===== config.mk =====
export PLATFORM = sky130hd
export DESIGN_NAME = iir_direct_form_two
export DESIGN_NICKNAME = d
export VERILOG_FILES = /design/src/hw/rtl/iirdf2_pkg.sv /design/src/hw/rtl/iir_direct_form_two.sv
export SDC_FILE = /design/constraint.sdc
export NUM_CORES = 2
export LEC_CHECK = 0
export BUFFER_PORTS_ARGS = -buffer_cell sky130_fd_sc_hd__buf_2
export CORE_ASPECT_RATIO = 0.5
export CORE_MARGIN = 3
export CORE_UTILIZATION = 45
export CTS_BUF_LIST = sky130_fd_sc_hd__clkbuf_4
export CTS_CLUSTER_DIAMETER = 60
export DETAILED_ROUTE_END_ITERATION = 7
export GPL_TIMING_DRIVEN = 1
export SLEW_MARGIN = 5
export SYNTH_ARGS = -nofsm -noshare
export SYNTH_HDL_FRONTEND = slang
export SYNTH_SLANG_ARGS = --single-unit

===== constraint.sdc =====
create_clock -name clk -period 16.8 [get_ports clk]
set_input_delay 1.68 -clock clk [delete_from_list [all_inputs] [get_ports clk]]
set_output_delay 1.68 -clock clk [all_outputs]
set_load 0.02 [all_outputs]

===== src/hw/rtl/iirdf2_pkg.sv =====
`default_nettype none

package iirdf2_pkg;

  // Filter order and fixed-point formats.
  localparam int ORDER     = 3;
  localparam int TAPS_MAX  = 3;
  localparam int COEF_W    = 20;
  localparam int SAMPLE_W  = 16;
  localparam int STATE_W   = 32;
  localparam int FRAC_BITS = 16;
  localparam int PROD_W    = COEF_W + STATE_W;
  localparam int ACC_W     = 56;
  localparam int RND_W     = ACC_W - FRAC_BITS;
  localparam int NUM_COEF  = 7;
  localparam int CFG_IDX_W = 3;

  // Register indexes of the configuration port.
  localparam logic [CFG_IDX_W-1:0] REG_COEF_B0 = 3'd0;
  localparam logic [CFG_IDX_W-1:0] REG_COEF_B1 = 3'd1;
  localparam logic [CFG_IDX_W-1:0] REG_COEF_B2 = 3'd2;
  localparam logic [CFG_IDX_W-1:0] REG_COEF_B3 = 3'd3;
  localparam logic [CFG_IDX_W-1:0] REG_COEF_A1 = 3'd4;
  localparam logic [CFG_IDX_W-1:0] REG_COEF_A2 = 3'd5;
  localparam logic [CFG_IDX_W-1:0] REG_COEF_A3 = 3'd6;

  localparam logic signed [COEF_W-1:0] COEF_ONE = 20'sh10000;

  // Sequencer program.
  localparam int STEP_W    = 4;
  localparam int PROG_LEN  = 9;
  localparam logic [STEP_W-1:0] STEP_IDLE = 4'd0;
  localparam logic [STEP_W-1:0] STEP_LAST = 4'd8;

  typedef enum logic [2:0] {
    C_B0 = 3'd0,
    C_B1 = 3'd1,
    C_B2 = 3'd2,
    C_B3 = 3'd3,
    C_A1 = 3'd4,
    C_A2 = 3'd5,
    C_A3 = 3'd6
  } coef_sel_t;

  typedef enum logic [1:0] {
    OP_D0 = 2'd0,
    OP_D1 = 2'd1,
    OP_D2 = 2'd2,
    OP_W  = 2'd3
  } opnd_sel_t;

  typedef enum logic [1:0] {
    ACCW_NONE   = 2'd0,
    ACCW_LOAD_X = 2'd1,
    ACCW_SUB    = 2'd2
  } accw_op_t;

  typedef enum logic [1:0] {
    ACCY_NONE = 2'd0,
    ACCY_LOAD = 2'd1,
    ACCY_ADD  = 2'd2
  } accy_op_t;

  typedef enum logic [1:0] {
    JMP_NONE     = 2'd0,
    JMP_NO_INPUT = 2'd1,
    JMP_OUT_BUSY = 2'd2
  } jmp_t;

  typedef struct packed {
    coef_sel_t         coef;
    opnd_sel_t         opnd;
    accw_op_t          accw;
    accy_op_t          accy;
    logic              w_ld;
    logic              out_ld;
    jmp_t              jmp;
    logic [STEP_W-1:0] target;
    logic              last;
  } ucode_t;

  // The multiplier issues a product every step; the accumulators take it
  // one step later. Feedback taps go to acc_w, feedforward taps to acc_y.
  function automatic ucode_t ucode_rom(input logic [STEP_W-1:0] step);
    ucode_t u;
    u = '{coef: C_B0, opnd: OP_D0, accw: ACCW_NONE, accy: ACCY_NONE,
          w_ld: 1'b0, out_ld: 1'b0, jmp: JMP_NONE, target: STEP_IDLE,
          last: 1'b0};
    unique case (step)
      4'd0: begin
        u.coef = C_A1; u.opnd = OP_D0; u.accw = ACCW_LOAD_X;
        u.jmp = JMP_NO_INPUT; u.target = STEP_IDLE;
      end
      4'd1: begin
        u.coef = C_A2; u.opnd = OP_D1; u.accw = ACCW_SUB;
      end
      4'd2: begin
        u.coef = C_A3; u.opnd = OP_D2; u.accw = ACCW_SUB;
      end
      4'd3: begin
        u.coef = C_B1; u.opnd = OP_D0; u.accw = ACCW_SUB;
      end
      4'd4: begin
        u.coef = C_B2; u.opnd = OP_D1; u.accy = ACCY_LOAD; u.w_ld = 1'b1;
      end
      4'd5: begin
        u.coef = C_B3; u.opnd = OP_D2; u.accy = ACCY_ADD;
      end
      4'd6: begin
        u.coef = C_B0; u.opnd = OP_W; u.accy = ACCY_ADD;
      end
      4'd7: begin
        u.accy = ACCY_ADD;
      end
      4'd8: begin
        u.out_ld = 1'b1; u.jmp = JMP_OUT_BUSY; u.target = STEP_LAST;
        u.last = 1'b1;
      end
      default: begin
        u.last = 1'b1;
      end
    endcase
    return u;
  endfunction

  // Tap number of a coefficient, zero for b0.
  function automatic logic [1:0] coef_tap(input coef_sel_t c);
    logic [1:0] t;
    case (c)
      C_B1, C_A1: t = 2'd1;
      C_B2, C_A2: t = 2'd2;
      C_B3, C_A3: t = 2'd3;
      default:    t = 2'd0;
    endcase
    return t;
  endfunction

  function automatic logic signed [STATE_W-1:0] sat_state(
    input logic signed [RND_W-1:0] v
  );
    logic signed [RND_W-1:0] hi;
    logic signed [RND_W-1:0] lo;
    logic signed [STATE_W-1:0] r;
    hi = {{(RND_W-STATE_W+1){1'b0}}, {(STATE_W-1){1'b1}}};
    lo = {{(RND_W-STATE_W+1){1'b1}}, {(STATE_W-1){1'b0}}};
    if (v > hi) begin
      r = hi[STATE_W-1:0];
    end else if (v < lo) begin
      r = lo[STATE_W-1:0];
    end else begin
      r = v[STATE_W-1:0];
    end
    return r;
  endfunction

  function automatic logic signed [SAMPLE_W-1:0] sat_sample(
    input logic signed [RND_W-1:0] v
  );
    logic signed [RND_W-1:0] hi;
    logic signed [RND_W-1:0] lo;
    logic signed [SAMPLE_W-1:0] r;
    hi = {{(RND_W-SAMPLE_W+1){1'b0}}, {(SAMPLE_W-1){1'b1}}};
    lo = {{(RND_W-SAMPLE_W+1){1'b1}}, {(SAMPLE_W-1){1'b0}}};
    if (v > hi) begin
      r = hi[SAMPLE_W-1:0];
    end else if (v < lo) begin
      r = lo[SAMPLE_W-1:0];
    end else begin
      r = v[SAMPLE_W-1:0];
    end
    return r;
  endfunction

  // Round half up and drop the fraction bits.
  function automatic logic signed [RND_W-1:0] round_acc(
    input logic signed [ACC_W-1:0] v
  );
    logic signed [ACC_W-1:0] s;
    s = v + {{(ACC_W-FRAC_BITS){1'b0}}, 1'b1, {(FRAC_BITS-1){1'b0}}};
    return s[ACC_W-1:FRAC_BITS];
  endfunction

endpackage

`default_nettype wire


===== src/hw/rtl/iir_direct_form_two.sv =====
`default_nettype none
// A result beat is offered once the program has passed its final step.
// The block takes a new sample only when its program is back in the idle step;
// the nine-step program drives one shared 20x32 multiplier and two accumulators.
// A stalled result holds the program in its final step, so no new sample is taken.
// Reset (synchronous, rst_n low) zeroes the delay line, sets b0 to 1.0 and all
// other coefficients to 0, and returns the sequencer to its idle step.
module iir_direct_form_two (
  input  wire                                            clk,
  input  wire                                            rst_n,
  // Input sample channel.
  input  wire                                            in_valid,
  output logic                                           in_stall,
  input  wire  signed [iirdf2_pkg::SAMPLE_W-1:0]         in_sample_in,
  // Result channel.
  output logic                                           out_valid,
  input  wire                                            out_stall,
  output logic signed [iirdf2_pkg::SAMPLE_W-1:0]         out_sample_out,
  // Coefficient write port.
  input  wire                                            cfg_wr_en,
  input  wire         [iirdf2_pkg::CFG_IDX_W-1:0]        cfg_index,
  input  wire  signed [iirdf2_pkg::COEF_W-1:0]           cfg_data
);

  // Coefficient registers, indexed in register order: b0..b3, a1..a3.
  logic signed [iirdf2_pkg::COEF_W-1:0]   coef_r [iirdf2_pkg::NUM_COEF];

  // Delay line: entry k holds w[n-1-k].
  logic signed [iirdf2_pkg::STATE_W-1:0]  delay_r [iirdf2_pkg::TAPS_MAX];

  // Sequencer.
  logic [iirdf2_pkg::STEP_W-1:0]          step_r;
  logic [iirdf2_pkg::STEP_W-1:0]          step_nxt;
  iirdf2_pkg::ucode_t                     uc;
  logic                                   hold;
  logic                                   done;

  // Datapath.
  logic signed [iirdf2_pkg::COEF_W-1:0]   coef_mux;
  logic signed [iirdf2_pkg::STATE_W-1:0]  opnd_mux;
  logic signed [iirdf2_pkg::PROD_W-1:0]   prod_nxt;
  logic signed [iirdf2_pkg::PROD_W-1:0]   prod_r;
  logic signed [iirdf2_pkg::ACC_W-1:0]    prod_ext;
  logic signed [iirdf2_pkg::ACC_W-1:0]    acc_w_r;
  logic signed [iirdf2_pkg::ACC_W-1:0]    acc_y_r;
  logic signed [iirdf2_pkg::STATE_W-1:0]  w_r;
  logic signed [iirdf2_pkg::SAMPLE_W-1:0] out_sample_r;
  logic                                   out_valid_r;
  logic                                   in_accept;
  logic                                   out_fire;

  // The microcode word for the current step. A step whose jump condition
  // holds repeats (jumps to its target) and performs none of its actions.
  assign uc = iirdf2_pkg::ucode_rom(step_r);

  always_comb begin
    case (uc.jmp)
      iirdf2_pkg::JMP_NO_INPUT: hold = !in_valid;
      iirdf2_pkg::JMP_OUT_BUSY: hold = out_valid_r && out_stall;
      default:                  hold = 1'b0;
    endcase
  end

  assign done = !hold;

  always_comb begin
    if (hold) begin
      step_nxt = uc.target;
    end else if (uc.last) begin
      step_nxt = iirdf2_pkg::STEP_IDLE;
    end else begin
      step_nxt = step_r + 1'b1;
    end
  end

  always_ff @(posedge clk) begin
    if (!rst_n) begin
      step_r <= iirdf2_pkg::STEP_IDLE;
    end else begin
      step_r <= step_nxt;
    end
  end

  // The block takes a new sample only in the idle step.
  assign in_stall  = (step_r != iirdf2_pkg::STEP_IDLE);
  assign in_accept = in_valid && !in_stall;

  // Coefficient writes; an index past the last register is ignored.
  always_ff @(posedge clk) begin
    if (!rst_n) begin
      for (int i = 0; i < iirdf2_pkg::NUM_COEF; i++) begin
        coef_r[i] <= (i == iirdf2_pkg::REG_COEF_B0) ? iirdf2_pkg::COEF_ONE : '0;
      end
    end else if (cfg_wr_en) begin
      case (cfg_index)
        iirdf2_pkg::REG_COEF_B0, iirdf2_pkg::REG_COEF_B1,
        iirdf2_pkg::REG_COEF_B2, iirdf2_pkg::REG_COEF_B3,
        iirdf2_pkg::REG_COEF_A1, iirdf2_pkg::REG_COEF_A2,
        iirdf2_pkg::REG_COEF_A3: begin
          coef_r[cfg_index] <= cfg_data;
        end
        default: begin
        end
      endcase
    end
  end

  // Operand selection. Taps above the filter order contribute nothing.
  always_comb begin
    if (32'(iirdf2_pkg::coef_tap(uc.coef)) <= iirdf2_pkg::ORDER) begin
      coef_mux = coef_r[uc.coef];
    end else begin
      coef_mux = '0;
    end
  end

  always_comb begin
    case (uc.opnd)
      iirdf2_pkg::OP_D0: opnd_mux = delay_r[0];
      iirdf2_pkg::OP_D1: opnd_mux = delay_r[1];
      iirdf2_pkg::OP_D2: opnd_mux = delay_r[2];
      default:           opnd_mux = w_r;
    endcase
  end

  // The product is registered; it reaches an accumulator one step later.
  assign prod_nxt = coef_mux * opnd_mux;
  assign prod_ext = {{(iirdf2_pkg::ACC_W-iirdf2_pkg::PROD_W){prod_r[iirdf2_pkg::PROD_W-1]}},
                     prod_r};

  always_ff @(posedge clk) begin
    prod_r <= prod_nxt;
  end

  // Feedback accumulator: x scaled to Q.16 minus the a-tap products.
  always_ff @(posedge clk) begin
    if (done) begin
      case (uc.accw)
        iirdf2_pkg::ACCW_LOAD_X: begin
          acc_w_r <= {{(iirdf2_pkg::ACC_W-iirdf2_pkg::SAMPLE_W-iirdf2_pkg::FRAC_BITS)
                       {in_sample_in[iirdf2_pkg::SAMPLE_W-1]}},
                      in_sample_in, {iirdf2_pkg::FRAC_BITS{1'b0}}};
        end
        iirdf2_pkg::ACCW_SUB: begin
          acc_w_r <= acc_w_r - prod_ext;
        end
        default: begin
        end
      endcase
    end
  end

  // Feedforward accumulator: b-tap products plus b0 times w.
  always_ff @(posedge clk) begin
    if (done) begin
      case (uc.accy)
        iirdf2_pkg::ACCY_LOAD: acc_y_r <= prod_ext;
        iirdf2_pkg::ACCY_ADD:  acc_y_r <= acc_y_r + prod_ext;
        default: begin
        end
      endcase
    end
  end

  // The intermediate value, rounded and clamped to 32 bits.
  always_ff @(posedge clk) begin
    if (done && uc.w_ld) begin
      w_r <= iirdf2_pkg::sat_state(iirdf2_pkg::round_acc(acc_w_r));
    end
  end

  // Final step: load the output register and shift w into the delay line.
  assign out_fire = done && uc.out_ld;

  always_ff @(posedge clk) begin
    if (!rst_n) begin
      for (int i = 0; i < iirdf2_pkg::TAPS_MAX; i++) begin
        delay_r[i] <= '0;
      end
    end else if (out_fire) begin
      for (int i = 1; i < iirdf2_pkg::TAPS_MAX; i++) begin
        if (i < iirdf2_pkg::ORDER) begin
          delay_r[i] <= delay_r[i-1];
        end
      end
      delay_r[0] <= w_r;
    end
  end

  always_ff @(posedge clk) begin
    if (out_fire) begin
      out_sample_r <= iirdf2_pkg::sat_sample(iirdf2_pkg::round_acc(acc_y_r));
    end
  end

  always_ff @(posedge clk) begin
    if (!rst_n) begin
      out_valid_r <= 1'b0;
    end else if (out_fire) begin
      out_valid_r <= 1'b1;
    end else if (!out_stall) begin
      out_valid_r <= 1'b0;
    end
  end

  assign out_valid      = out_valid_r;
  assign out_sample_out = out_sample_r;

`ifndef SYNTHESIS
  // An accepted beat starts the program at its first compute step.
  a_accept_starts: assert property (@(posedge clk) disable iff (!rst_n)
    in_accept |=> step_r == (iirdf2_pkg::STEP_IDLE + 1'b1))
    else $error("accepted beat did not start the program");

  // A result only appears out of the final step.
  a_result_from_last: assert property (@(posedge clk) disable iff (!rst_n)
    $rose(out_valid_r) |-> $past(step_r) == iirdf2_pkg::STEP_LAST)
    else $error("result raised outside the final step");

  // The final step waits while the previous result is still held.
  a_last_waits: assert property (@(posedge clk) disable iff (!rst_n)
    (step_r == iirdf2_pkg::STEP_LAST && out_valid_r && out_stall)
      |=> step_r == iirdf2_pkg::STEP_LAST)
    else $error("final step left while output was busy");

  // The delay line takes the intermediate value when a result is formed.
  a_delay_shift: assert property (@(posedge clk) disable iff (!rst_n)
    out_fire |=> delay_r[0] == $past(w_r))
    else $error("delay line head does not hold the new intermediate value");
`endif

endmodule

`default_nettype wire


==> parameters.txt <==
Parameter                              Value

Job
  Max cap viols    0

Logic synthesis
  Cell with the most instances after synthesis    inv_1
  Post-Syn Area    0.0488 mm^2
  Simple-gate area share of the yosys netlist    15.5%
  Arithmetic-cell share of the synthesized area counting full adders, half adders and majority gates    32.7%
  Most instantiated cells after synthesis    inv_1, fa_1, nand2_1, nor2_1, edfxtp_1
  Synth warnings    0
  Yosys cell types    a little under 90
  Top cell type's share of synthesized area    26.2%
  Number of synthesized register bits    473
  Sequential area share after synthesis    27.5%
  Post-Synthesis Mean Instance Area    9.50 um^2
  Share of the synthesized netlist area taken by xor and xnor gates    3.61%
  Main combinational cell family by area after synthesis    adder cells
  Number of synthesized flops with an enable pin    396
  Prevailing post-synth register cell    edfxtp_1
  Ranking of synthesized cells by area    fa_1, edfxtp_1, inv_1
  Async set-or-reset flop fraction in the synthesized netlist    0%
  Fraction of synthesized area in multiplexers    2.96%
  Dominant cell type by area after synthesis    fa_1
  Compound-cell area share of the yosys netlist    9.27%
  Number of instances in the synthesized netlist    5134

Clock network
  Number of resized instances in the post-cts repair step    0
  Count of buffers added by post-CTS timing repair for setup    0
  Clock latency on the worst-skew pair    1.01 ns
  Maximum level of the CTS H-tree    4
  Post-CTS clock slew at the launch and capture registers of the worst setup and hold paths    0.07 ns
  CTS tree    done
  Clock sinks    473
  Max Root-Sink Buffers    3
  Buffer cell driving the clock tree root    clkbuf_4
  TritonCTS buffer count    130
  Hold buffer count at CTS    0

Global route
  Layer with the highest usage    met1
  Largest net degree at the start of global routing    93
  Antenna violations before repair    12
  Total Routing Usage GR    26.1%
  Vias in the first global route    37800
  GR Util met1    38.9%
  Wire length of the first global-routing pass    225000 um
  GR Util met3    around 6.4%
  Final global-route overflow total    0
  Met2 track demand over resource in global routing    38.7%

Worst setup path
  Critical path buffers and inverters    7
  Crit path max-delay family    adder cells
  Worst reg-to-reg path cell count    32
  Critical Path Sink Type    flop
  Data required time at the worst endpoint    between 15 and 20 ns
  Slowest-stage cell, CP    a311oi_1
  Flop2flop setup slack    6.55 ns
  Type of origin of the critical path    flop
  Critical register-to-register path endpoint    prod_r[51]$_DFF_P_
  WS Path Type    flop to flop
  Crit path max fanout    40
  Signal arrival time at the worst endpoint    11.06 ns
  Most repeated library cell on the critical path    fa_1
  Worst reg2reg path startpoint    step_r[0]$_SDFF_PP0_
  Delay of the slowest cell on the worst path    0.77 ns

Die
  Die X-Extent    472 um
  Number of top-level pins    62
  Row count    84
  Starting density of the core    between 40% and 50%
  Die area    0.113 mm^2
  Die boundary height    239 um
  Total core area    0.106 mm^2

Layout
  Net count of the finished layout    6147
  Final cell count without fillers    6739
  Fraction of layout cells with a size suffix above 1    9.08%
  Area grow syn2layout    7.93%

Placement
  Last weighted congestion value of the routability-driven placer    0.931
  Number of placed cells counting well taps    6500
  Input/output buffers    61
  Worst slack at placement    6.61 ns
  HPWL Detailed    108000 um

Detailed routing
  Via density per instance    5.48
  Final antenna-violating net count    0
  Total Wirelength    143000 um
  Vias post-DR    36900
  Count of unresolved DRC violations after routing    0
  Average detailed-routed wire length per instance    around 21 um
  First-pass DRT Iterations    5
  Drt initial violations    about 3400

STA
  Final period utilization    61.0%
  Total count of max-transition violations in the final report    0
  Final clock skew    0.104 ns
  Worst-Margin Slew    1.28 ns
  Clock period minus worst slack    10.25 ns
  Worst Slack Setup Final    between 6 and 7 ns
  Total Neg Setup Slack    0 ns
  Worst slew slack as a fraction of its limit    13.9%
  Setup violation total in the final timing report    0
  Maximum operating frequency    0.0976 GHz
  Worst hold slack    around 0.49 ns
  Hold Violations, Final    0
  Setup repair after global routing missed its margin    no

Worst hold path
  Worst Hold Launch    coef_r[6][8]$_SDFFE_PN0P_
  Worst Hold Endpoint    coef_r[6][8]$_SDFFE_PN0P_
  Hold Crit Depth    2
  Class of the worst hold path    flop to flop

Status
  Status    complete, no violations
[per-stage QoR]
stage | cell area, um^2 | util, %
floorplan | 48800 | -
global placement | 50900 | 47.9
detailed placement | 50900 | 47.9
CTS | 52600 | 49.5
global route | 52600 | 49.5
finish | 52600 | 49.5
[cells by family (layout without fill, tap and decap cells)]
logic type	count (synthesis)	after routing
and+or+nand+nor	1679	1679
buffers and inverters	1081	1246
adders and majority gates	890	890
AOI/OAI and AO/OA	719	719
DFF	473	473
xor gates and xnor gates	201	201
muxes	90	90
other	1	22
[routing by layer]
metal  share of wire, %  wire, um
met1                 46     65800
met2                 43     61100
met3                9.9     14100
met4                1.5      2150
met5              0.027        39
[cell usage in the layout (no fill, tap or decap), types with 48 or more instances in the layout]
cell        n
xnor2_1   120
nand2b_1   65
o21ai_0   190
clkbuf_4  180
a21o_1    106
nor2_1    557
buf_4      80
buf_2      61
a21oi_1   178
edfxtp_1  396
nand2_1   585
xor2_1     81
inv_1     867
o21a_1     48
nand3_1   103
fa_1      638
dfxtp_1    77
ha_1      250
and2_1    158
[worst max path at each step]
stage	slack (ns)	startpoint	endpoint	depth (start not counted)
floorplan	7.46	in_valid	delay_r[0][0]$_SDFFCE_PN0P_	3
global placement	6.83	step_r[1]$_SDFF_PP0_	prod_r[45]$_DFF_P_	33
detailed placement	6.61	step_r[0]$_SDFF_PP0_	prod_r[51]$_DFF_P_	32
CTS	6.56	step_r[0]$_SDFF_PP0_	prod_r[51]$_DFF_P_	32
global route	5.95	step_r[0]$_SDFF_PP0_	prod_r[51]$_DFF_P_	32
finish	6.55	step_r[0]$_SDFF_PP0_	prod_r[51]$_DFF_P_	32
[sequential cells by signal (all words and copies together) (netlist names)]
signal and cells:
prod_r 52, out_sample_out 16, step_r 4, w_r 32, coef_r 160, out_valid 1, acc_w_r 56, delay_r 96
acc_y_r 56
[worst reg2reg max path, delay by kind of cell, from the launching register on]
family          cells  cell delay [ns]
compound gates      7             1.73
xor+xnor            1             0.13
fa+ha+maj           9             4.36
buf+inv             7             1.00
flops               1             0.40
mux                 2             1.22
simple gates        6             1.28
[layout make-up]
type / count / area (um^2)
clock buffer: 180 / 1350
fill: 9952 / 53600
antenna: 2 / 5.00
clock inverter: 57 / 337
inverter: 868 / 3260
tap: 1419 / 1780
multi-input combinational: 3599 / 31600
sequential: 473 / 13400
timing repair buffer: 141 / 906
Power is left out: the tool's default activity adds up to more than one toggle a clock period on the data nets, which glitch-free logic cannot reach.
